===== config.mk =====
export PLATFORM = sky130hd
export DESIGN_NAME = amq_cell
export DESIGN_NICKNAME = d
export VERILOG_FILES = /design/src/rtl/amq_pkg.sv /design/src/rtl/amq_cell.sv
export SDC_FILE = /design/constraint.sdc
export NUM_CORES = 1
export LEC_CHECK = 0
export ABC_AREA = 1
export ABC_CLOCK_PERIOD_IN_PS = 2200
export BUFFER_PORTS_ARGS = -buffer_cell sky130_fd_sc_hd__buf_2
export CAP_MARGIN = 15
export CORE_ASPECT_RATIO = 1.4
export CORE_MARGIN = 2
export CORE_UTILIZATION = 43
export DETAILED_ROUTE_END_ITERATION = 12
export PLACE_DENSITY = 0.81
export RECOVER_POWER = 100
export SYNTH_ARGS = -nofsm -noshare
export SYNTH_HDL_FRONTEND = slang
export SYNTH_SLANG_ARGS = --single-unit

===== constraint.sdc =====
create_clock -name clk -period 2.2 [get_ports clk]
set_clock_uncertainty 0.2 [all_clocks]
set_input_delay 0.11 -clock clk [delete_from_list [all_inputs] [get_ports clk]]
set_output_delay 0.11 -clock clk [all_outputs]
set_load 0.03 [all_outputs]

===== src/rtl/amq_pkg.sv =====
package amq_pkg;

	localparam int DEF_MAX_ACCOUNTS    = 16;
	localparam int DEF_MAX_MESSAGES    = 256;
	localparam int DEF_PRIORITY_LEVELS = 16;

	localparam int MODE_W   = 2;
	localparam int ID_W     = 16;
	localparam int PRIO_W   = 4;
	localparam int HANDLE_W = 16;
	localparam int STATUS_W = 4;

	typedef enum logic [MODE_W-1:0] {
		MODE_ADD     = 2'd0,
		MODE_REMOVE  = 2'd1,
		MODE_SEND    = 2'd2,
		MODE_CONSULT = 2'd3
	} amq_mode_t;

	typedef enum logic [STATUS_W-1:0] {
		STS_ADDED      = 4'd0,
		STS_EXISTS     = 4'd1,
		STS_REMOVED    = 4'd2,
		STS_NO_ACCOUNT = 4'd3,
		STS_DELIVERED  = 4'd4,
		STS_EMPTY      = 4'd5,
		STS_POPPED     = 4'd6,
		STS_ACC_FULL   = 4'd7,
		STS_STORE_FULL = 4'd8
	} amq_status_t;

	typedef enum logic [2:0] {
		ST_IDLE,
		ST_EXEC,
		ST_SEARCH,
		ST_PACK,
		ST_FIN
	} amq_state_t;

	// operation broadcast to every cell of the message row
	typedef enum logic [2:0] {
		COP_HOLD,
		COP_INSERT,
		COP_DROP,
		COP_SEARCH,
		COP_PACK
	} amq_cop_t;

	typedef struct packed {
		logic                v;
		logic [PRIO_W-1:0]   prio;
		logic [HANDLE_W-1:0] handle;
	} amq_ent_t;

	typedef struct packed {
		amq_cop_t            op;
		logic [PRIO_W-1:0]   prio;
		logic [HANDLE_W-1:0] handle;
	} amq_ctl_t;

	typedef struct packed {
		logic                tok;
		logic                found;
		logic [HANDLE_W-1:0] handle;
	} amq_tok_t;

	typedef struct packed {
		logic hit;
		logic full;
	} amq_look_t;

	typedef struct packed {
		logic add;
		logic del;
	} amq_acmd_t;

endpackage


===== src/rtl/amq_cell.sv =====
module amq_cell import amq_pkg::*; #(
	parameter int SLOT_W = 4
) (
	input  logic              clk,
	input  logic              arst_n,
	input  amq_ctl_t          ctl,
	input  logic [SLOT_W-1:0] key_slot,
	input  amq_ent_t          l_ent,
	input  logic [SLOT_W-1:0] l_slot,
	input  logic              l_g,
	input  amq_ent_t          r_ent,
	input  logic [SLOT_W-1:0] r_slot,
	input  amq_tok_t          tok_in,
	output amq_ent_t          ent,
	output logic [SLOT_W-1:0] slot,
	output logic              g,
	output amq_tok_t          tok_out
);

	logic                v_q, v_d;
	logic [PRIO_W-1:0]   prio_q, prio_d;
	logic [HANDLE_W-1:0] handle_q, handle_d;
	logic [SLOT_W-1:0]   slot_q, slot_d;
	logic                tok_q, tok_found_q;
	logic [HANDLE_W-1:0] tok_handle_q;
	logic                match, hit;

	assign match = v_q && (slot_q == key_slot);
	// insertion point: empty or lower priority; equal priority stays ahead
	assign g     = !v_q || (prio_q < ctl.prio);
	assign hit   = (ctl.op == COP_SEARCH) && tok_q && !tok_found_q && match;

	assign ent     = '{v: v_q, prio: prio_q, handle: handle_q};
	assign slot    = slot_q;
	assign tok_out = '{tok: tok_q, found: tok_found_q || hit,
		handle: hit ? handle_q : tok_handle_q};

	always_comb begin
		v_d      = v_q;
		prio_d   = prio_q;
		handle_d = handle_q;
		slot_d   = slot_q;
		case (ctl.op)
			COP_INSERT: begin
				if (g && !l_g) begin
					v_d      = 1'b1;
					prio_d   = ctl.prio;
					handle_d = ctl.handle;
					slot_d   = key_slot;
				end else if (l_g) begin
					v_d      = l_ent.v;
					prio_d   = l_ent.prio;
					handle_d = l_ent.handle;
					slot_d   = l_slot;
				end
			end
			COP_DROP: begin
				if (match) begin
					v_d = 1'b0;
				end
			end
			COP_SEARCH: begin
				if (hit) begin
					v_d = 1'b0;
				end
			end
			COP_PACK: begin
				if (!v_q) begin
					v_d      = r_ent.v;
					prio_d   = r_ent.prio;
					handle_d = r_ent.handle;
					slot_d   = r_slot;
				end else if (!l_ent.v) begin
					v_d = 1'b0;
				end
			end
			default: begin
			end
		endcase
	end

	always_ff @(posedge clk or negedge arst_n) begin
		if (!arst_n) begin
			v_q   <= 1'b0;
			tok_q <= 1'b0;
		end else begin
			v_q   <= v_d;
			tok_q <= tok_in.tok;
		end
	end

	always_ff @(posedge clk) begin
		prio_q       <= prio_d;
		handle_q     <= handle_d;
		slot_q       <= slot_d;
		tok_found_q  <= tok_in.found;
		tok_handle_q <= tok_in.handle;
	end

endmodule


=== Yosys cells after proc, flatten, opt, wreduce, memory -nomap -nowiden ===
Cells that the tools add are included.
W data, S select, Z words.

* Output and inout bits: 44
* Logic and storage cells: 51
* Register bits after elaboration: 43

* Mux-type cells: 20
* Order comparisons: 1
* Equal/unequal tests: 9
* Reductions and logical operators: 14

{| class="wikitable"
|+ Operators with widths
! operator !! number
|-
| $mux W16 || 4
|-
| $pmux W16 S2 || 1
|-
| $mux W4 || 6
|-
| $pmux W4 S2 || 2
|-
| $eq A3 B2 Y1 const B || 2
|-
| $mux W1 || 6
|-
| $ne A2 B2 Y1 const B || 3
|-
| $logic_and A1 B1 Y1 || 5
|-
| $eq A4 B4 Y1 || 1
|-
| $lt A4 B4 Y1 || 1
|-
| $pmux W1 S4 || 1
|-
| $reduce_and A4 Y1 || 1
|-
| $reduce_bool A4 Y1 || 1
|-
| $eq A3 B1 Y1 const B || 1
|-
| $eq A3 B3 Y1 const B || 1
|-
| $logic_not A1 Y1 || 3
|-
| $ne A3 B3 Y1 const B || 1
|-
| $reduce_and A3 Y1 || 1
|-
| $logic_or A1 B1 Y1 || 2
|-
| $reduce_bool A2 Y1 || 1
|}

=== Longest topological paths before layout ===
* Depth after elaboration: 6
* Mapped depth: 13

=== Worst setup path after synthesis ===
No wires, ideal clock.

* Path kind: reg-to-reg
* From: register prio_q[3]
* To: register handle_q[0], enable pin
* Slack: -0.094 ns
* Setup time: 0.379 ns
* Required time: 1.621 ns
* Cell stages (with the launch flop): 7
* Period minus slack after synthesis: 2.294 ns
* Data arrival time: 1.715 ns
* Cells stage by stage: edfxtp_1 > ha_1 > a21oi_1 > nand2_1 > nand3_1 > nand2_1 > inv_1

* Word-level cells in the longest chain between the ends: 5

{| class="wikitable"
|+ RTL lines
! element !! RTL line !! text
|-
| start: declaration || amq_cell.sv:21 || <nowiki>logic [PRIO_W-1:0] prio_q, prio_d;</nowiki>
|-
| start signal: assignment || amq_cell.sv:93 || <nowiki>prio_q <= prio_d;</nowiki>
|-
| $lt A4 B4 Y1 || amq_cell.sv:30 || <nowiki>assign g = !v_q || (prio_q < ctl.prio);</nowiki>
|-
| $logic_or A1 B1 Y1 || amq_cell.sv:30 ||
|-
| $logic_and A1 B1 Y1 || amq_cell.sv:45 || <nowiki>if (g && !l_g) begin</nowiki>
|-
| $ne A3 B3 Y1 (no line) || n/a ||
|-
| $reduce_and A3 Y1 (no line) || n/a ||
|-
| end signal: assignment || amq_cell.sv:94 || <nowiki>handle_q <= handle_d;</nowiki>
|-
| end: declaration || amq_cell.sv:22 || <nowiki>logic [HANDLE_W-1:0] handle_q, handle_d;</nowiki>
|}

No other way between the ends.
A chain may end at the register's enable or synchronous reset.

=== Worst setup path after layout ===
* From: register prio_q[3]
* To: output port g

* Word-level cells in the longest chain between the ends: 2

{| class="wikitable"
|+ RTL lines
! element !! RTL line !! text
|-
| $lt A4 B4 Y1 || amq_cell.sv:30 ||
|-
| $logic_or A1 B1 Y1 || amq_cell.sv:30 ||
|-
| end: declaration || amq_cell.sv:16 || <nowiki>output logic g,</nowiki>
|}

No other way between the ends.

==> results.yml <==
run_status:
  status: "completed"
drt:
  drcViolationCount: 0
  wl_per_cell_um: 14.36
  wl_um: 7872
  num_vias: 2723
  ant_nets: 0
  drt-initial-drc-count: 178
  viasPerCell: 4.969
  dr.pass1.iters: 4
global_route:
  grt_max_degree: 50
  grt_remaining_overflow: 0
  track_usage: 0.2632
  antenna_found_initial: 0
  grt_pass1_wl_um: 11780
  grt_pass1_vias: 2694
placed_design:
  numPortBuffers: 141
  dp_hpwl_um: 4736
  dp_cells: 478
  place_worst_setup_slack_ps: 223.3
  gp_congestion: 0.8835
clock_network:
  clock_latency_ps: 290
  clock_path_buffers: 2
  cts-root-buf: "clkbuf_8"
  tritoncts: "done"
  cts_num_sinks: 43
  htree_levels: 2
  cts_setup_buffers: 0
  clk_pin_slew_ps: 80
  cts_buffers: 5
finish:
  num-fill-cells: 423
  final_cell_mix: "102 x buf_2, 68 x nand2_1, 62 x dlygate4sd3_1"
  fin_nets: 582
  antenna_cells: 0
  layout-drive-gt1-share: 0.2946
  fin_util: 0.7209
  stdcell_count: 548
  syn2layout_area_growth_pct: 63.98
  final_common_cell: "buf_2"
pwr:
  ir_drop_v: 0.0003341
  p_leak_uw: 0.001836
  power_density_nw_per_um2: 574.3
die:
  die_w_um: 65.15
  coreArea_sq_um: 5120
  start_util: 0.4396
  dieArea_sq_um: 5837
  ios: 142
  dieHeight_um: 89.61
  rows: 31
yosys:
  syn_avg_cell_area_sq_um: 8.039
  synthArstFlopShare: 0.04651
  syn_nets: 381
  ys.flop_type: "edfxtp_1"
  yosys_warnings: 0
  synth.distinct_cells: 27
  ys_seq_elements: 43
  synth_cells: 280
  synth_edf_count: 24
  ys_seq_area_frac: 0.4936
  syn_area_sq_um: 2251
critical_path:
  required_ps: 1890
  start_kind: "flop"
  end_kind: "primary output"
  arrival_ps: 1780
  worstSetupPathType: "flop to primary output"
  cp_max_fo: 13
sta:
  min_period_ps: 2086
  worst_pin_slew_ps: 479.0
  max_slew_margin: 0.6806
  fin_crit_sh: 0.9481
  layout_setup_ws_ps: 114.2
  fin_setup_tns_ps: 0
  fmax_ghz: 0.4794
  hold_viol: 0
  setup_viol: 0
  rsz0062_at_grt: "no"
  slew_violations: 0
flow_run:
  cap_violations: 0
min_path:
  min_path_type: "input pin to flop"
-- metal layers --
layer	global-route usage	part of all wire	vias to the layer above
met5	0	0	-
met4	0.1231	0.029	0
met3	0.03865	0.056	20
met2	0.5333	0.57	130
met1	0.2596	0.35	1249
li1	-	-	1324
-- metrics by stage --
stage	instance area (sq um)	hold WS (ps)	power [uW]
2_1_floorplan	2255	-385.6	1295
3_3_place_gp	2989	-303.4	1472
3_5_place_dp	2989	-301.0	1486
4_1_cts	3717	1.765	2131
5_1_grt	3691	15.74	2227
6_report	3691	3.435	2120
-- cell families after synthesis --
| logic type | count (synthesis) | synth area share |
|---|---|---|
| compound gates | 45 | 0.1151 |
| xor+xnor | 1 | 0.003892 |
| fa+ha+maj | 3 | 0.01668 |
| buf+inv | 53 | 0.1106 |
| flops | 43 | 0.4936 |
| simple gates | 135 | 0.2601 |
-- power breakdown --
part	switching (uW)	leakage, uW	internal, uW
clock network	265	0.0000563	292
logic	353	0.00139	253
registers	34.6	0.000390	922
-- synthesized netlist by cell type, drive strengths merged (3+ instances only) --
cell / number / area, sq um
inv: 36 / 135.1
clkbuf: 5 / 18.77
buf: 12 / 95.09
o21ai: 17 / 85.08
ha: 3 / 37.54
dfxtp: 17 / 340.3
edfxtp: 24 / 720.7
a31oi: 24 / 150.1
nand2: 70 / 270.3
nand3: 28 / 140.1
nor2: 32 / 125.1
-- final cells by class --
class	count	area, sq um	area share
sequential	43	1112	0.3014
tap	66	82.58	0.02237
multi-input combinational	184	890.9	0.2414
inverter	36	136.4	0.03695
clock inverter	2	13.76	0.003729
timing repair buffer	211	1361	0.3688
clock buffer	6	93.84	0.02542
-- worst max-delay path, cell delays in order, from the launching register on --
cell	delay, ps
edfxtp_1	420
ha_1	310
a21oi_1	150
nand2_1	100
nand2_2	80
buf_4	190
buf_2	220
-- registers in the layout, summed over array words and instances (netlist names) --
register,count
prio_q,4
slot,4
v_q,1
handle_q,16
tok_found_q,1
tok_q,1
tok_handle_q,16
-- timing repair --
item | in CTS | in global routing
hold buffers | 62 | 0
gates resized for setup | 0 | 4
hold endpoints to repair | 41 | 0
endpoints found under the setup margin | 0 | 16
-- worst paths after layout --
kind	start	to	slack [ps]	cells past startpoint
max reg2reg	prio_q[3]	handle_q[9]	200	7
max in group asynchronous	arst_n	v_q	1180	3
min	l_ent[17]	prio_q[1]	3	3
max	prio_q[3]	g	110	6
min reg2reg	v_q	v_q	420	2
min in group asynchronous	arst_n	tok_q	490	3
(Power assumes the default switching activity.)
