$ cat src/rtl/amq_pkg.sv
package amq_pkg;

	localparam int DEF_MAX_ACCOUNTS    = 16;
	localparam int DEF_MAX_MESSAGES    = 256;
	localparam int DEF_PRIORITY_LEVELS = 16;

	localparam int MODE_W   = 2;
	localparam int ID_W     = 16;
	localparam int PRIO_W   = 4;
	localparam int HANDLE_W = 16;
	localparam int STATUS_W = 4;

	typedef enum logic [MODE_W-1:0] {
		MODE_ADD     = 2'd0,
		MODE_REMOVE  = 2'd1,
		MODE_SEND    = 2'd2,
		MODE_CONSULT = 2'd3
	} amq_mode_t;

	typedef enum logic [STATUS_W-1:0] {
		STS_ADDED      = 4'd0,
		STS_EXISTS     = 4'd1,
		STS_REMOVED    = 4'd2,
		STS_NO_ACCOUNT = 4'd3,
		STS_DELIVERED  = 4'd4,
		STS_EMPTY      = 4'd5,
		STS_POPPED     = 4'd6,
		STS_ACC_FULL   = 4'd7,
		STS_STORE_FULL = 4'd8
	} amq_status_t;

	typedef enum logic [2:0] {
		ST_IDLE,
		ST_EXEC,
		ST_SEARCH,
		ST_PACK,
		ST_FIN
	} amq_state_t;

	// operation broadcast to every cell of the message row
	typedef enum logic [2:0] {
		COP_HOLD,
		COP_INSERT,
		COP_DROP,
		COP_SEARCH,
		COP_PACK
	} amq_cop_t;

	typedef struct packed {
		logic                v;
		logic [PRIO_W-1:0]   prio;
		logic [HANDLE_W-1:0] handle;
	} amq_ent_t;

	typedef struct packed {
		amq_cop_t            op;
		logic [PRIO_W-1:0]   prio;
		logic [HANDLE_W-1:0] handle;
	} amq_ctl_t;

	typedef struct packed {
		logic                tok;
		logic                found;
		logic [HANDLE_W-1:0] handle;
	} amq_tok_t;

	typedef struct packed {
		logic hit;
		logic full;
	} amq_look_t;

	typedef struct packed {
		logic add;
		logic del;
	} amq_acmd_t;

endpackage

$ cat src/rtl/amq_acct.sv
module amq_acct import amq_pkg::*; #(
	parameter int MAX_ACCOUNTS = DEF_MAX_ACCOUNTS,
	parameter int SLOT_W       = 4
) (
	input  logic              clk,
	input  logic              arst_n,
	input  logic [ID_W-1:0]   id,
	input  amq_acmd_t         acmd,
	input  logic [SLOT_W-1:0] del_slot,
	output amq_look_t         look,
	output logic [SLOT_W-1:0] hit_slot
);

	logic [MAX_ACCOUNTS-1:0] valid_q;
	logic [ID_W-1:0]         ident_q [MAX_ACCOUNTS];
	logic [SLOT_W-1:0]       free_slot;

	// lowest matching slot and lowest free slot
	always_comb begin
		look.hit  = 1'b0;
		hit_slot  = '0;
		free_slot = '0;
		for (int i = MAX_ACCOUNTS - 1; i >= 0; i--) begin
			if (valid_q[i] && (ident_q[i] == id)) begin
				look.hit = 1'b1;
				hit_slot = SLOT_W'(i);
			end
			if (!valid_q[i]) begin
				free_slot = SLOT_W'(i);
			end
		end
		look.full = &valid_q;
	end

	always_ff @(posedge clk or negedge arst_n) begin
		if (!arst_n) begin
			valid_q <= '0;
		end else begin
			if (acmd.add) begin
				valid_q[free_slot] <= 1'b1;
			end
			if (acmd.del) begin
				valid_q[del_slot] <= 1'b0;
			end
		end
	end

	always_ff @(posedge clk) begin
		if (acmd.add) begin
			ident_q[free_slot] <= id;
		end
	end

endmodule

$ cat config.mk
export PLATFORM = sky130hd
export DESIGN_NAME = amq_acct
export DESIGN_NICKNAME = d
export VERILOG_FILES = /design/src/rtl/amq_pkg.sv /design/src/rtl/amq_acct.sv
export SDC_FILE = /design/constraint.sdc
export NUM_CORES = 1
export LEC_CHECK = 0
export BUFFER_PORTS_ARGS = -buffer_cell sky130_fd_sc_hd__buf_2
export CAP_MARGIN = 0
export CORE_MARGIN = 8
export CORE_UTILIZATION = 60
export CTS_CLUSTER_SIZE = 24
export DETAILED_ROUTE_END_ITERATION = 16
export GPL_ROUTABILITY_DRIVEN = 0
export PLACE_DENSITY = 0.87
export SLEW_MARGIN = 20
export SYNTH_ARGS = -nofsm -noshare
export SYNTH_HDL_FRONTEND = slang
export SYNTH_SLANG_ARGS = --single-unit
$ cat constraint.sdc
create_clock -name clk -period 6.67 [get_ports clk]
set_input_delay 1.0005 -clock clk [delete_from_list [all_inputs] [get_ports clk]]
set_output_delay 1.0005 -clock clk [all_outputs]
set_load 0.03 [all_outputs]
# Word-level counts from Yosys, hierarchy flattened
# Memory sizes are Yosys's and may differ from the RTL's.
# Index checks and enable logic that the tools add are counted.
[op_classes]
eq_ne = 16
bitwise = 3
muxes = 56
n_lt_le_gt_ge = 4
reduce_logical = 19
[ops]
columns = ["operator", "count"]
rows = [
  ["$eq 16x16->1", 16],
  ["$mux 4", 32],
  ["$mux 16", 2],
  ["$mux 1", 20],
  ["$logic_and 1x1->1", 18],
  ["$and 16x16->16", 1],
  ["$not 16->16", 1],
  ["$or 16x16->16", 1],
  ["$reduce_and 16->1", 1],
  ["$lt 4x5->1 const B", 2],
  ["$demux 1 s4", 2],
  ["$ge 4x1->1 const B", 2],
]
[word_totals]
wordCells = 100
ff_bits = 16
mem_bits_rw = 256
mem_count = 1
[memory_table]
columns = ["memory", "depth", "width", "rd", "rd_clocked_by_memory_dff", "write_ports", "line_no", "source"]
rows = [
  ["ident_q", 16, 16, 16, 0, 1, "amq_acct.sv:15", "logic [ID_W-1:0] ident_q [MAX_ACCOUNTS];"],
]

# Longest topological paths before layout
[logic_depth]
ltp_word = 24
depth_mapped = 10
ltp_nobuf = 8

# Worst setup path before layout
# Ideal clock, no wire load.
[synth_path]
kind = "input to output"
start = "input id[0]"
end = "output hit_slot[0]"
required_time_ps = 5669
stages = 9
t_arrival_ps = 2891
slack_ps = 2779
cell_sequence = "buf_4 -> xor2_1 -> nor4_2 -> nand4_1 -> a211oi_2 -> o22ai_1 -> a211oi_1 -> o41ai_1 -> a31oi_1"
[synth_via]
elab_chain_len = 18
elab_cells_between_ends = 48
classes_between = "16 x eq/ne; 16 x mux; 16 x reduce/logical"
[synth_rtl]
columns = ["item", "line_no", "source"]
rows = [
  ["start, declared", "amq_acct.sv:7", "input logic [ID_W-1:0] id,"],
  ["$eq 16x16->1", "amq_acct.sv:24", "if (valid_q[i] && (ident_q[i] == id)) begin"],
  ["$logic_and 1x1->1", "amq_acct.sv:24", ""],
  ["$mux 4 (15 in a row)", "amq_acct.sv:24", ""],
  ["$mux 4 (*)", "amq_acct.sv:24", ""],
  ["end, declared", "amq_acct.sv:11", "output logic [SLOT_W-1:0] hit_slot"],
]
# Every way passes the cells marked *; elsewhere a longest branch is shown, timed or not.

# Worst setup path after layout
[layout_path]
start = "input id[3]"
end = "output hit_slot[1]"
# Same word-level chain as after synthesis.

==> metrics.md <==
| Metric | Value |
|---|---|
| Worst slew margin | `30.54%` |
| WL per Instance | `about 23 µm` |
| Count of cell types in the netlist | `between 40 and 50` |
| Post-placement worst setup slack | `approximately 1900 ps` |
| Layout net count | `approximately 850` |
| Highest achievable clock rate | `about 0.21 GHz` |
| I/O pin total | `30` |
| Synthesized area | `approximately 12000 µm²` |
| Die area | `approximately 25000 µm²` |
| DRC violations left | `0` |
| Number of global-route vias before repair | `~6600` |
| Reg-to-Reg Start | `valid_q[14]` |
| Data arrival time of the critical path | `around 3800 ps` |
| # hold bufs at CTS | `0` |
| Standard-cell row count | `just over 50` |
| Port Buf Inserts | `29` |
| Overall power | `between 4000 and 5000 µW` |
| Number of register bits inferred by synthesis | `272` |
| Number of maximum-capacitance constraint violations | `0` |
| Maximum ir drop on the vdd rail | `~0.33 mV` |
| Root buffer cell | `sky130_fd_sc_hd__clkbuf_16` |
| CTS-repair resized insts | `0` |
| Largest net degree at the start of global routing | `34` |
| Final cycle utilization of the critical path | `a little over 70%` |
| Setup total negative slack | `0 ps` |
| Source of the critical timing path | `id[3]` |
| Synth-to-layout area growth | `9.816%` |
| Core region area | `between 15000 and 20000 µm²` |
| Post-synthesis mux area share | `0%` |
| Parity-gate share of the synthesized area counting xor and xnor cells | `~19%` |
| Sequential cell area fraction in the yosys report | `between 60% and 70%` |
| Clock edge transition at the registers on the reported setup and hold paths | `roughly 60 ps` |
| Power density relative to cell area | `~310 nW/µm²` |
| Yosys synthesis warning count | `0` |
| Initial core utilization | `61.30%` |
| Synth Area in Simple Gates | `between 8 and 9%` |
| Smallest hold slack | `378.5 ps` |
| Count of inserted antenna diode cells | `0` |
| Half-perimeter wire length after placement | `roughly 15 mm` |
| Most frequently used flop master after synthesis | `sky130_fd_sc_hd__edfxtp_1` |
| Clock sink total | `between 200 and 300` |
| Global-route wire length before repair | `roughly 38 mm` |
| Detailed-route via count | `6618` |
| Number of enable-type register cells in the synthesized netlist | `256` |
| Per-instance average area after synthesis | `between 15 and 20 µm²` |
| Setup Skew | `about 16 ps` |
| Worst hold path type | `input pin to asynchronous set/reset pin` |
| Worst-case setup margin in the final layout | `1828 ps` |
| Critical path class | `input pin to output pin` |
| Critical path capture point | `hit_slot[1]` |
| Crit path capture type | `output pin` |
| LEAKAGE | `between 0.004 and 0.005 µW` |
| Final cell count without fillers | `approximately 1100` |
| Chip Width | `157.0 µm` |
| Setup repair after global routing missed its margin | `false` |
| Final count of pins violating max slew | `0` |
| Post-CTS setup-driven buffer insertion count | `0` |
| Setup violation total in the final timing report | `0` |
| Synth Area in Adders | `0%` |
| Largest buffer count on any clock path | `3` |
| Required time worst endpoint | `5670 ps` |
| Synthesized-area fraction occupied by ao, oa, aoi and oai cells | `approximately 2.8%` |
| Die Ht | `around 160 µm` |
| Clock latency reported for the late side of the worst-skew pair | `approximately 530 ps` |
| Time the final worst path needs with I/O delays and setup | `approximately 4800 ps` |
| Commonest cells after routing, fill and taps aside | `sky130_fd_sc_hd__edfxtp_1, sky130_fd_sc_hd__xnor2_1, sky130_fd_sc_hd__xor2_1, sky130_fd_sc_hd__nand4_1, sky130_fd_sc_hd__buf_2` |
| Total length of routed wires | `between 20 and 25 mm` |
| Initial antenna violation count | `0` |
| Synthesized Nets | `about 810` |
| Minimum setup slack among reg-to-reg paths | `~3800 ps` |
| Largest family of logic cells by synthesized area | `XOR/XNOR gates` |
| R2r endpoint | `ident_q[2][6]` |
| Post-Synthesis Cells | `between 700 and 800` |
| Avg Vias per Cell | `5.984` |
| Maximum level of the CTS H-tree | `1` |
| Run status | `completed` |
| GRT Total Usage | `between 20 and 25%` |
| Number of cells in the design after placement | `between 1000 and 1500` |
| Commonest non-fill, non-tap cell in the layout | `sky130_fd_sc_hd__edfxtp_1` |
| Number of optimization iterations in the first detailed-route pass | `5` |
| Overflow left after global routing | `0` |
| Slew of the pin with the lowest slew margin | `1041 ps` |
| Antenna-violating nets left | `0` |
| Share of synthesized flip-flops with an asynchronous set or reset | `slightly below 6%` |
| Number of buffers created by CTS | `26` |
| Maximum fanout count along the critical path | `32` |
| Iter 0 DRT Violations | `approximately 570` |
| Depth of the most critical reg-to-reg path | `7` |
| Fraction of layout instances using a drive strength above 1 | `around an eighth` |
| Final hold viol count | `0` |
| Clock tree from TritonCTS | `yes` |
| Nature of the critical path startpoint | `input pin` |
[worst max-delay path, stage by stage]
cell                        delay [ps]
sky130_fd_sc_hd__buf_2             720
sky130_fd_sc_hd__xor2_1            140
sky130_fd_sc_hd__nor4_1            390
sky130_fd_sc_hd__nand4_1           250
sky130_fd_sc_hd__o2bb2ai_1         280
sky130_fd_sc_hd__nand2b_1          100
sky130_fd_sc_hd__a311oi_1          290
sky130_fd_sc_hd__o21ai_1            90
sky130_fd_sc_hd__a21oi_1           270
sky130_fd_sc_hd__buf_2             260
[Yosys cell counts (all sizes together) (2+ instances only)]
cell / instances / area share [%]
o22a: 9 / 0.66
nor3b: 2 / 0.13
a21oi: 2 / 0.084
a211oi: 2 / 0.17
nand4: 46 / 2.4
o32a: 3 / 0.25
nand2: 23 / 0.72
nand3: 14 / 0.59
o211ai: 2 / 0.13
nor2b: 4 / 0.21
nor2: 25 / 0.79
o22ai: 3 / 0.16
and2: 4 / 0.21
buf: 32 / 2.3
inv: 11 / 0.35
clkbuf: 3 / 0.094
nor3: 10 / 0.42
edfxtp: 256 / 64
o2bb2ai: 2 / 0.15
a21boi: 2 / 0.13
o21ai: 5 / 0.21
a31oi: 8 / 0.42
dfrtp: 16 / 3.4
a22o: 2 / 0.15
xor2: 79 / 5.8
nor4: 31 / 2.2
nand3b: 2 / 0.13
nand2b: 2 / 0.10
xnor2: 173 / 13
[where the power goes]
part	total, µW	switching [µW]	leakage, µW	internal [µW]
clock network	1400	585	0.000395	811
registers	2150	92.6	0.00251	2060
logic	515	332	0.00129	184
[area by class of cell]
class                      count  area [µm²]
tap                          265       331.6
fill                        1279        6361
multi-input combinational    463        3536
sequential                   272        8088
clock inverter                12       103.9
clock buffer                  33       698.2
inverter                      11       41.29
timing repair buffer          50       302.8
[flip-flops by register name (all words and copies together), names as in the netlist]
signal and count:
valid_q 16, ident_q 256
[metrics by stage]
stage | cell area [µm²] | util, %
floorplan | 11930 | -
global placement | 12300 | 63.20
detailed placement | 12300 | 63.20
CTS | 13100 | 67.32
global route | 13100 | 67.32
finish | 13100 | 67.32
[logic make-up after synthesis]
| group | Yosys count |
|---|---|
| simple gates | 167 |
| xor+xnor | 252 |
| buf+inv | 46 |
| compound gates | 44 |
| flops | 272 |
[worst min-delay path by stage]
stage | start | cells after the start | end | slack, ps
after global placement | valid_q[13] | 1 | valid_q[13] | 530
after CTS | arst_n | 1 | valid_q[4] | 380
after floorplan | valid_q[13] | 1 | valid_q[13] | 500
after global routing | arst_n | 1 | valid_q[8] | 390
final | arst_n | 1 | valid_q[2] | 380
after detailed placement | valid_q[13] | 1 | valid_q[13] | 540
[routing by layer]
metal	global-route usage (%)	routed length [µm]	vias up
met4	7.525	749	0
met3	2.687	1887	61
met2	34.15	12130	282
met1	27.57	10220	3329
li1	-	-	2946
met5	0	0	-
Note: power is estimated with default switching activity, not from simulation.
